===== src/hdl/wsd_pkg.sv =====
// ---------------------------------------------------------------------------
// wsd_pkg: shared types and constants for the WebSocket frame deframer
// Holds the parse phase encoding, result record and protocol constants.
// ---------------------------------------------------------------------------
package wsd_pkg;

    localparam int LEN_WIDTH_DEF = 64;

    localparam logic [31:0] MAX_LEN_RST   = 32'd4194304;
    localparam logic [6:0]  SHORT_LEN_MAX = 7'd125;
    localparam logic [6:0]  EXT16_CODE    = 7'd126;
    localparam logic [3:0]  MASK_BYTES    = 4'd4;
    localparam logic [3:0]  EXT16_BYTES   = 4'd2;
    localparam logic [3:0]  EXT64_BYTES   = 4'd8;

    localparam logic [3:0]  OP_CLOSE = 4'h8;
    localparam logic [3:0]  OP_PING  = 4'h9;
    localparam logic [3:0]  OP_PONG  = 4'hA;

    // Parse phase, one-hot
    typedef enum logic [4:0] {
        PH_HDR0    = 5'b00001,
        PH_HDR1    = 5'b00010,
        PH_EXT     = 5'b00100,
        PH_MASK    = 5'b01000,
        PH_PAYLOAD = 5'b10000
    } t_phase;

    typedef struct packed {
        logic [7:0] data_byte;
        logic       has_data;
        logic [3:0] opcode;
        logic       fin;
        logic       was_masked;
        logic       frame_end;
        logic       length_error;
    } t_result;

    // Registered input byte handed to the parser
    typedef struct packed {
        logic       valid;
        logic [7:0] in_byte;
    } t_in_req;

    // Parser request into the result register
    typedef struct packed {
        logic    push;
        t_result res;
    } t_out_req;

endpackage


===== src/hdl/wsd_if.sv =====
// ---------------------------------------------------------------------------
// wsd_in_if / wsd_out_if: valid/ready stream channels
// Input channel carries one stream byte, output channel one result.
// ---------------------------------------------------------------------------
interface wsd_in_if;
    logic       valid;
    logic       ready;
    logic [7:0] in_byte;

    modport source (output valid, output in_byte, input ready);
    modport sink   (input valid, input in_byte, output ready);
endinterface

interface wsd_out_if;
    logic       valid;
    logic       ready;
    logic [7:0] data_byte;
    logic       has_data;
    logic [3:0] opcode;
    logic       fin;
    logic       was_masked;
    logic       frame_end;
    logic       length_error;

    modport source (output valid, output data_byte, output has_data, output opcode,
                    output fin, output was_masked, output frame_end,
                    output length_error, input ready);
    modport sink   (input valid, input data_byte, input has_data, input opcode,
                    input fin, input was_masked, input frame_end,
                    input length_error, output ready);
endinterface


===== src/hdl/websocket_frame_deframer_top.sv =====
// A byte goes from the input register through the parser into the result register, and waits in the input
// register while the result register is full. Throughput: one byte per cycle while the result register is free;
// the parser's one-pass state update sets this rate. A byte gives one result if it carries delivered payload
// or completes a header with zero length, a length error or a control opcode; others none. Reset (i_rst_n low,
// synchronous) empties both registers, returns the parser to the first header byte and loads max_len with 4194304.
// ---------------------------------------------------------------------------
// websocket_frame_deframer_top: WebSocket receive-side frame deframer
// Parses frame headers from a byte stream and delivers unmasked payload bytes.
// ---------------------------------------------------------------------------
module websocket_frame_deframer_top #(
    parameter int LEN_WIDTH = wsd_pkg::LEN_WIDTH_DEF
) (
    input  logic        i_clk,
    input  logic        i_rst_n,
    input  logic        i_cfg_wr_en,
    input  logic [31:0] i_cfg_wr_data,
    wsd_in_if.sink      i_in_chan,
    wsd_out_if.source   o_out_chan
);
    import wsd_pkg::*;

    t_in_req  in_req;
    t_out_req out_req;
    logic     take;
    logic     out_free;

    wsd_in_stage u_in_stage (
        .i_clk     (i_clk),
        .i_rst_n   (i_rst_n),
        .i_in_chan (i_in_chan),
        .i_take    (take),
        .o_req     (in_req)
    );

    wsd_parser #(
        .LEN_WIDTH (LEN_WIDTH)
    ) u_parser (
        .i_clk         (i_clk),
        .i_rst_n       (i_rst_n),
        .i_cfg_wr_en   (i_cfg_wr_en),
        .i_cfg_wr_data (i_cfg_wr_data),
        .i_req         (in_req),
        .i_out_free    (out_free),
        .o_take        (take),
        .o_out         (out_req)
    );

    wsd_out_stage u_out_stage (
        .i_clk      (i_clk),
        .i_rst_n    (i_rst_n),
        .i_out      (out_req),
        .o_free     (out_free),
        .o_out_chan (o_out_chan)
    );

endmodule


===== src/hdl/wsd_in_stage.sv =====
// ---------------------------------------------------------------------------
// wsd_in_stage: input byte register
// Captures one stream byte and holds it until the parser consumes it.
// ---------------------------------------------------------------------------
module wsd_in_stage (
    input  logic              i_clk,
    input  logic              i_rst_n,
    wsd_in_if.sink            i_in_chan,
    input  logic              i_take,
    output wsd_pkg::t_in_req  o_req
);
    import wsd_pkg::*;

    logic       r_valid;
    logic       n_valid;
    logic [7:0] r_byte;
    logic       load;

    // Accept a new request when empty or when the held byte leaves this cycle
    assign i_in_chan.ready = !r_valid || i_take;
    assign load            = i_in_chan.valid && i_in_chan.ready;
    assign n_valid         = load ? 1'b1 : (i_take ? 1'b0 : r_valid);

    always_ff @(posedge i_clk) begin
        if (!i_rst_n) begin
            r_valid <= 1'b0;
        end else begin
            r_valid <= n_valid;
        end
    end

    // Hold the byte payload
    always_ff @(posedge i_clk) begin
        if (load) begin
            r_byte <= i_in_chan.in_byte;
        end
    end

    assign o_req.valid   = r_valid;
    assign o_req.in_byte = r_byte;

endmodule


===== src/hdl/wsd_parser.sv =====
// ---------------------------------------------------------------------------
// wsd_parser: frame header parser and payload unmasker
// Walks the header fields, tracks the payload count and unmasks data bytes.
// ---------------------------------------------------------------------------
module wsd_parser #(
    parameter int LEN_WIDTH = wsd_pkg::LEN_WIDTH_DEF
) (
    input  logic               i_clk,
    input  logic               i_rst_n,
    input  logic               i_cfg_wr_en,
    input  logic [31:0]        i_cfg_wr_data,
    input  wsd_pkg::t_in_req   i_req,
    input  logic               i_out_free,
    output logic               o_take,
    output wsd_pkg::t_out_req  o_out
);
    import wsd_pkg::*;

    localparam int CMP_W = (LEN_WIDTH > 32) ? LEN_WIDTH : 32;

    logic [31:0]          r_max_len;
    t_phase               r_phase,       n_phase;
    logic [3:0]           r_head_opcode, n_head_opcode;
    logic                 r_head_fin,    n_head_fin;
    logic                 r_mask_on,     n_mask_on;
    logic [3:0]           r_ext_left,    n_ext_left;
    logic [LEN_WIDTH-1:0] r_remaining,   n_remaining;
    logic [31:0]          r_mask_key,    n_mask_key;
    logic [1:0]           r_key_index,   n_key_index;
    logic                 r_skip,        n_skip;

    logic [7:0]           b;
    logic [LEN_WIDTH-1:0] len_short;
    logic [LEN_WIDTH-1:0] len_shift;
    logic [LEN_WIDTH-1:0] len_cand;
    logic [LEN_WIDTH-1:0] rem_dec;
    logic                 lerr;
    logic                 ctrl;
    logic                 hdr_done;
    logic [7:0]           key_byte;
    t_result              res;
    logic                 push;

    assign b      = i_req.in_byte;
    assign o_take = i_req.valid && i_out_free;

    // Configuration register
    always_ff @(posedge i_clk) begin
        if (!i_rst_n) begin
            r_max_len <= MAX_LEN_RST;
        end else if (i_cfg_wr_en) begin
            r_max_len <= i_cfg_wr_data;
        end
    end

    // Length candidates: short length, or saturating shift-in of an extended byte
    assign len_short = LEN_WIDTH'(b[6:0]);
    always_comb begin
        if (|r_remaining[LEN_WIDTH-1 -: 8]) begin
            len_shift = '1;
        end else begin
            len_shift = {r_remaining[LEN_WIDTH-9:0], b};
        end
    end

    always_comb begin
        priority if (r_phase == PH_HDR1) begin
            len_cand = len_short;
        end else if (r_phase == PH_EXT) begin
            len_cand = len_shift;
        end else begin
            len_cand = r_remaining;
        end
    end

    // Length check against the limit, ceiling always rejected
    assign lerr = (CMP_W'(len_cand) > CMP_W'(r_max_len)) || (&len_cand);
    assign ctrl = (r_head_opcode == OP_CLOSE) || (r_head_opcode == OP_PING)
               || (r_head_opcode == OP_PONG);
    assign rem_dec = (r_remaining != '0) ? (r_remaining - 1'b1) : r_remaining;

    // Select the key byte for the current payload position
    always_comb begin
        unique case (r_key_index)
            2'd0:    key_byte = r_mask_key[31:24];
            2'd1:    key_byte = r_mask_key[23:16];
            2'd2:    key_byte = r_mask_key[15:8];
            default: key_byte = r_mask_key[7:0];
        endcase
    end

    // Next state and result
    always_comb begin
        n_phase       = r_phase;
        n_head_opcode = r_head_opcode;
        n_head_fin    = r_head_fin;
        n_mask_on     = r_mask_on;
        n_ext_left    = r_ext_left;
        n_remaining   = r_remaining;
        n_mask_key    = r_mask_key;
        n_key_index   = r_key_index;
        n_skip        = r_skip;
        hdr_done      = 1'b0;
        push          = 1'b0;
        res           = '0;
        res.opcode    = r_head_opcode;
        res.fin       = r_head_fin;

        if (o_take) begin
            unique case (r_phase)
                PH_HDR1: begin
                    n_mask_on  = b[7];
                    n_mask_key = '0;
                    if (b[6:0] <= SHORT_LEN_MAX) begin
                        n_remaining = len_short;
                        if (b[7]) begin
                            n_ext_left = MASK_BYTES;
                            n_phase    = PH_MASK;
                        end else begin
                            hdr_done = 1'b1;
                        end
                    end else begin
                        n_remaining = '0;
                        n_ext_left  = (b[6:0] == EXT16_CODE) ? EXT16_BYTES : EXT64_BYTES;
                        n_phase     = PH_EXT;
                    end
                end
                PH_EXT: begin
                    n_remaining = len_shift;
                    n_ext_left  = r_ext_left - 1'b1;
                    if (n_ext_left == '0) begin
                        if (r_mask_on) begin
                            n_ext_left = MASK_BYTES;
                            n_phase    = PH_MASK;
                        end else begin
                            hdr_done = 1'b1;
                        end
                    end
                end
                PH_MASK: begin
                    n_mask_key = {r_mask_key[23:0], b};
                    n_ext_left = r_ext_left - 1'b1;
                    if (n_ext_left == '0) begin
                        hdr_done = 1'b1;
                    end
                end
                PH_PAYLOAD: begin
                    n_remaining = rem_dec;
                    if (r_skip) begin
                        if (rem_dec == '0) begin
                            n_skip  = 1'b0;
                            n_phase = PH_HDR0;
                        end
                    end else begin
                        n_key_index   = r_key_index + 1'b1;
                        if (rem_dec == '0) begin
                            n_phase = PH_HDR0;
                        end
                        push          = 1'b1;
                        res.data_byte = r_mask_on ? (b ^ key_byte) : b;
                        res.has_data  = 1'b1;
                        res.frame_end = (rem_dec == '0);
                    end
                end
                default: begin
                    n_head_fin    = b[7];
                    n_head_opcode = b[3:0];
                    n_phase       = PH_HDR1;
                end
            endcase

            // Close the header: emit a header-only result, enter the payload to deliver it, or do both and skip it
            if (hdr_done) begin
                n_key_index = '0;
                if ((len_cand == '0) || lerr || ctrl) begin
                    push             = 1'b1;
                    res.frame_end    = 1'b1;
                    res.length_error = lerr;
                    if (len_cand == '0) begin
                        n_skip  = 1'b0;
                        n_phase = PH_HDR0;
                    end else begin
                        n_skip  = 1'b1;
                        n_phase = PH_PAYLOAD;
                    end
                end else begin
                    n_skip  = 1'b0;
                    n_phase = PH_PAYLOAD;
                end
            end
        end

        res.was_masked = n_mask_on;
    end

    always_ff @(posedge i_clk) begin
        if (!i_rst_n) begin
            r_phase       <= PH_HDR0;
            r_head_opcode <= '0;
            r_head_fin    <= 1'b0;
            r_mask_on     <= 1'b0;
            r_ext_left    <= '0;
            r_remaining   <= '0;
            r_mask_key    <= '0;
            r_key_index   <= '0;
            r_skip        <= 1'b0;
        end else begin
            r_phase       <= n_phase;
            r_head_opcode <= n_head_opcode;
            r_head_fin    <= n_head_fin;
            r_mask_on     <= n_mask_on;
            r_ext_left    <= n_ext_left;
            r_remaining   <= n_remaining;
            r_mask_key    <= n_mask_key;
            r_key_index   <= n_key_index;
            r_skip        <= n_skip;
        end
    end

    assign o_out.push = push;
    assign o_out.res  = res;

endmodule


===== src/hdl/wsd_out_stage.sv =====
// ---------------------------------------------------------------------------
// wsd_out_stage: result register
// Holds one result until the consumer takes it; frees itself on the handshake.
// ---------------------------------------------------------------------------
module wsd_out_stage (
    input  logic               i_clk,
    input  logic               i_rst_n,
    input  wsd_pkg::t_out_req  i_out,
    output logic               o_free,
    wsd_out_if.source          o_out_chan
);
    import wsd_pkg::*;

    logic    r_valid;
    logic    n_valid;
    t_result r_res;

    // Free when empty or when the held request is taken this cycle
    assign o_free  = !r_valid || o_out_chan.ready;
    assign n_valid = i_out.push ? 1'b1 : (o_out_chan.ready ? 1'b0 : r_valid);

    always_ff @(posedge i_clk) begin
        if (!i_rst_n) begin
            r_valid <= 1'b0;
        end else begin
            r_valid <= n_valid;
        end
    end

    // Load the result payload
    always_ff @(posedge i_clk) begin
        if (i_out.push) begin
            r_res <= i_out.res;
        end
    end

    assign o_out_chan.valid        = r_valid;
    assign o_out_chan.data_byte    = r_res.data_byte;
    assign o_out_chan.has_data     = r_res.has_data;
    assign o_out_chan.opcode       = r_res.opcode;
    assign o_out_chan.fin          = r_res.fin;
    assign o_out_chan.was_masked   = r_res.was_masked;
    assign o_out_chan.frame_end    = r_res.frame_end;
    assign o_out_chan.length_error = r_res.length_error;

endmodule


===== src/flat_wrapper.sv =====
// flat-port wrapper written by rule: the top's interface ports become plain ports
module websocket_frame_deframer_top_flat import wsd_pkg::*;
#(
    parameter int LEN_WIDTH = wsd_pkg::LEN_WIDTH_DEF
)
  (i_clk, i_rst_n, i_cfg_wr_en, i_cfg_wr_data, i_in_chan_valid, i_in_chan_in_byte, i_in_chan_ready, o_out_chan_valid, o_out_chan_data_byte, o_out_chan_has_data, o_out_chan_opcode, o_out_chan_fin, o_out_chan_was_masked, o_out_chan_frame_end, o_out_chan_length_error, o_out_chan_ready);
  wsd_in_if i_in_chan_i ();
  wsd_out_if o_out_chan_i ();
  input  logic i_clk;
  input  logic i_rst_n;
  input  logic i_cfg_wr_en;
  input  logic [31:0] i_cfg_wr_data;
  input wire logic [$bits(i_in_chan_i.valid)-1:0] i_in_chan_valid;
  input wire logic [$bits(i_in_chan_i.in_byte)-1:0] i_in_chan_in_byte;
  output wire logic [$bits(i_in_chan_i.ready)-1:0] i_in_chan_ready;
  output wire logic [$bits(o_out_chan_i.valid)-1:0] o_out_chan_valid;
  output wire logic [$bits(o_out_chan_i.data_byte)-1:0] o_out_chan_data_byte;
  output wire logic [$bits(o_out_chan_i.has_data)-1:0] o_out_chan_has_data;
  output wire logic [$bits(o_out_chan_i.opcode)-1:0] o_out_chan_opcode;
  output wire logic [$bits(o_out_chan_i.fin)-1:0] o_out_chan_fin;
  output wire logic [$bits(o_out_chan_i.was_masked)-1:0] o_out_chan_was_masked;
  output wire logic [$bits(o_out_chan_i.frame_end)-1:0] o_out_chan_frame_end;
  output wire logic [$bits(o_out_chan_i.length_error)-1:0] o_out_chan_length_error;
  input wire logic [$bits(o_out_chan_i.ready)-1:0] o_out_chan_ready;
  assign i_in_chan_i.valid = i_in_chan_valid;
  assign i_in_chan_i.in_byte = i_in_chan_in_byte;
  assign i_in_chan_ready = i_in_chan_i.ready;
  assign o_out_chan_valid = o_out_chan_i.valid;
  assign o_out_chan_data_byte = o_out_chan_i.data_byte;
  assign o_out_chan_has_data = o_out_chan_i.has_data;
  assign o_out_chan_opcode = o_out_chan_i.opcode;
  assign o_out_chan_fin = o_out_chan_i.fin;
  assign o_out_chan_was_masked = o_out_chan_i.was_masked;
  assign o_out_chan_frame_end = o_out_chan_i.frame_end;
  assign o_out_chan_length_error = o_out_chan_i.length_error;
  assign o_out_chan_i.ready = o_out_chan_ready;
  websocket_frame_deframer_top #(.LEN_WIDTH(LEN_WIDTH)) u_core (.i_clk(i_clk), .i_rst_n(i_rst_n), .i_cfg_wr_en(i_cfg_wr_en), .i_cfg_wr_data(i_cfg_wr_data), .i_in_chan(i_in_chan_i), .o_out_chan(o_out_chan_i));
endmodule

===== config.mk =====
export PLATFORM = sky130hd
export DESIGN_NAME = websocket_frame_deframer_top_flat
export DESIGN_NICKNAME = d
export VERILOG_FILES = /design/src/hdl/wsd_pkg.sv /design/src/hdl/wsd_if.sv /design/src/hdl/websocket_frame_deframer_top.sv /design/src/hdl/wsd_in_stage.sv /design/src/hdl/wsd_parser.sv /design/src/hdl/wsd_out_stage.sv /design/src/flat_wrapper.sv
export SDC_FILE = /design/constraint.sdc
export NUM_CORES = 1
export LEC_CHECK = 0
export BUFFER_PORTS_ARGS = -buffer_cell sky130_fd_sc_hd__buf_2
export CORE_ASPECT_RATIO = 0.8
export CORE_MARGIN = 1
export CORE_UTILIZATION = 35
export DETAILED_ROUTE_END_ITERATION = 12
export HOLD_SLACK_MARGIN = 0.12
export PLACE_DENSITY = 0.56
export SLEW_MARGIN = 40
export SYNTH_ARGS = -nofsm -noshare
export SYNTH_HDL_FRONTEND = slang
export SYNTH_SLANG_ARGS = --single-unit

===== constraint.sdc =====
create_clock -name i_clk -period 4.62 [get_ports i_clk]
set_clock_uncertainty 0.05 [all_clocks]
set_input_delay 0.924 -clock i_clk [delete_from_list [all_inputs] [get_ports i_clk]]
set_output_delay 0.924 -clock i_clk [all_outputs]
set_load 0.02 [all_outputs]

==> impl_results.md <==
* Number of global-route vias before repair at between 10000 and 15000
* Root buf cell: clkbuf_16
* MaxCap Viol Count at 0
* Die area at 32900 µm²
* Mapped Cells at 1493
* Commonest non-fill, non-tap cells in the layout: 199 x nor2_1, 168 x o21ai_0, 148 x dfxtp_1
* Clk sink count at approximately 170
* Clk buf depth at 2
* Post-Place Setup Slack at 0.325 ns
* Hold crit path type: reg -> reg
* Drt via density at approximately 6
* HPWL after DPL at approximately 32 mm
* Post-synth EDFFs at 25
* Async S/R FF share, synth at 0
* Crit-path max cell delay at about 0.38 ns
* Die outline height at 162 µm
* Total track usage at 0.268
* CP Class: reg -> reg
* Max Clk Rate at about 0.23 GHz
* Largest net degree at the start of global routing at between 80 and 90
* Met1 capacity usage during global routing at 0.392
* PwrDens at around 270 nW/µm²
* Req. time, crit path at between 4 and 5 ns
* Input/output buffers at 63
* Status: finished, final reports clean
* Clock buffer count from CTS at 17
* Fin crit period at between 4 and 5 ns
* Crit path capture type: flop
* Final worst slack at 0.266 ns
* First-pass GRT wire length at 67.4 mm
* Post-Syn Area at ~11000 µm²
* Worst-path cell chain: nor4_2 > buf_4 > and2_1 > nand2_1 > o221a_2 > ha_1 > nand2_1 > nor3_1 > nand2_1 > a211oi_1 > a211oi_1 > a31oi_1 > nor4_1 > buf_4 > a21o_1 > nand2_1 > buf_4
* Worst skew pair latency at about 0.45 ns
* Initial Util at 0.357
* Syn_nets at ~1600
* Die Wd at 203 µm
* Avg Cell Area, Syn at about 7.5 µm²
* Clock slew at reported path FFs at 0.07 ns
* DRT antenna net count at 0
* Initial antenna violation count at 1
* # nets final at 1637
* Worst slew pin tran at a little under 0.9 ns
* TritonRoute pass-1 iters at 7
* Slew headroom at 0.406
* Fin. Hold Viols at 0
* RSZ-0062 raised after global routing: no
* Rows at 58
* Starting DRC count in detailed routing at 1473
* Synth top area share at 0.263
* Core area at ~32000 µm²
* Met2 Usage GRT at 0.382
* Mean routed wirelength per cell at 22.2 µm
* GR peak layer: met1
* Yosys warns at 0
* Final setup viols at 0
* Post-CTS setup buffers at 0
* Peak supply drop at around 0.27 mV
* GPL Wtd Cong at between 1 and 1.5
* Final Max Tran Viols at 0
* Cell mode on critical path: nand2_1
* Synth Register Bits at 173
* Post-synth top area cell: dfxtp_1
* Antenna diode count at 0
* CTS tree: yes
* Crit-path max FO at 7
* DR DRC count at 0
* Critical-path top delay cell: dfxtp_1
* CP startpoint kind: flop
* Met3 usage at 0.0604
* Clock H-tree levels at 4
* Register area share after synthesis at 0.330
* Total Routed Length at 44.1 mm
* FILL cells at about 3200
* Synth cell types at around 70
* Commonest non-fill, non-tap cell in the layout: nor2_1
* Dominant synthesized flop cell: dfxtp_1
* Leak at 0.00525 µW
* Via total after detailed routing at 12070
* Layout cell share with drive strength beyond 1 at 0.149
* Fin crit share at 0.942
* Area Overhead vs Synth at 15.8%
* IO Count at 64
* Synth top area cells: dfxtp_1 26%, o21ai_0 7.5%, edfxtp_1 6.7%, nor2_1 6.6%, nand2_1 4.7%
* Global route total overflow at 0
* Setup TNS at 0 ns
* Critical Path AT at around 4.5 ns
[registers in the layout, indices dropped and copies added, names as in the netlist]
| name | cells |
|---|---|
| u_core.u_in_stage.r_byte | 8 |
| u_core.u_in_stage.r_valid | 1 |
| u_core.u_out_stage.o_out_chan.data_byte | 8 |
| u_core.u_out_stage.o_out_chan.fin | 1 |
| u_core.u_out_stage.o_out_chan.frame_end | 1 |
| u_core.u_out_stage.o_out_chan.has_data | 1 |
| u_core.u_out_stage.o_out_chan.length_error | 1 |
| u_core.u_out_stage.o_out_chan.opcode | 4 |
| u_core.u_out_stage.o_out_chan.valid | 1 |
| u_core.u_out_stage.o_out_chan.was_masked | 1 |
| u_core.u_parser.r_ext_left | 4 |
| u_core.u_parser.r_head_fin | 1 |
| u_core.u_parser.r_head_opcode | 4 |
| u_core.u_parser.r_key_index | 2 |
| u_core.u_parser.r_mask_key | 32 |
| u_core.u_parser.r_mask_on | 1 |
| u_core.u_parser.r_max_len | 32 |
| u_core.u_parser.r_phase | 5 |
| u_core.u_parser.r_remaining | 64 |
| u_core.u_parser.r_skip | 1 |
[synth_stat cells (8+ instances only)]
library cell,number
nor2_1,199
o21ai_0,168
dfxtp_1,148
nand2_1,141
clkbuf_1,109
a21oi_1,90
a22oi_1,70
inv_1,46
ha_1,40
mux2i_1,37
nor3_1,34
nor4_1,29
nand3_1,28
nand4_1,27
o31ai_1,27
edfxtp_1,25
or3_1,20
or4_1,20
a21o_1,18
xor2_1,18
o41ai_1,14
and2_1,13
a211oi_1,12
or2_2,12
nand2b_1,10
a31oi_1,9
a222oi_1,8
o211ai_1,8
[through the flow]
stage | instance area (µm²) | utilization | hold WS (ns) | total power, µW | std cells
after CTS | 13000 | 0.413 | 0.390 | 3510 | 1985
after detailed placement | 12400 | 0.394 | 0.372 | 2020 | 1953
after floorplan | 11300 | - | 0.358 | 1850 | 1493
after global placement | 12400 | 0.394 | 0.371 | 2020 | 1953
final | 13000 | 0.413 | 0.389 | 3490 | 1985
after global routing | 13000 | 0.413 | 0.403 | 3620 | 1985
[layout make-up]
| cell class | instances | area (µm²) | share of cell area |
|---|---|---|---|
| clock buffer | 20 | 448 | 0.0343 |
| clock inverter | 12 | 148 | 0.0113 |
| inverter | 47 | 179 | 0.0137 |
| multi-input combinational | 1150 | 6940 | 0.532 |
| sequential | 173 | 3710 | 0.285 |
| tap | 420 | 526 | 0.0403 |
| timing repair buffer | 163 | 1090 | 0.0838 |
[where the power goes]
group | internal, µW | leakage [µW] | switching, µW | total (µW)
clock | 829 | 0.000298 | 668 | 1500
sequential | 1550 | 0.00142 | 26.8 | 1580
combinational | 155 | 0.00354 | 264 | 420
[cell families (layout without fill, tap and decap cells)]
| group | after synthesis | count (layout) | synth area share |
|---|---|---|---|
| AND/OR/NAND/NOR | 570 | 570 | 0.244 |
| AO/OA/AOI/OAI | 479 | 479 | 0.271 |
| buffers and inverters | 170 | 242 | 0.0598 |
| adder cells (fa/ha/maj) | 40 | 40 | 0.0444 |
| XOR/XNOR | 23 | 23 | 0.0179 |
| multiplexers | 38 | 38 | 0.0339 |
| flip-flops | 173 | 173 | 0.330 |
[critical path, delay by kind of cell (launching register included)]
kind / cells / cell delay [ns]
AO/OA/AOI/OAI: 5 / 1.08
AND/OR/NAND/NOR: 8 / 1.71
adder cells (fa/ha/maj): 1 / 0.30
flip-flops: 1 / 0.38
buffers and inverters: 3 / 0.54
[path summary, 6_finish.rpt]
| check | to | startpoint | slack, ns | cells past startpoint |
|---|---|---|---|---|
| hold reg to reg | u_core.u_out_stage.o_out_chan.fin | u_core.u_parser.r_head_fin | 0.39 | 0 |
| setup / recovery | u_core.u_out_stage.o_out_chan.data_byte[7] | u_core.u_parser.r_remaining[58] | 0.27 | 17 |
| hold / removal | u_core.u_out_stage.o_out_chan.fin | u_core.u_parser.r_head_fin | 0.39 | 0 |
| setup reg to reg | u_core.u_out_stage.o_out_chan.data_byte[7] | u_core.u_parser.r_remaining[58] | 0.27 | 17 |
[routing by layer]
layer / part of all wire / up-vias
met2: 0.41 / 586
met5: 0 / -
li1: - / 5617
met1: 0.47 / 5807
met3: 0.091 / 60
met4: 0.025 / 0
[timing repair]
| action | 4_1_cts | 5_1_grt |
|---|---|---|
| gates resized for setup | 0 | 2 |
| hold buffers | 0 | 0 |
| endpoints found under the setup margin | 0 | 17 |
No activity file was read; power rests on OpenSTA's default activity.
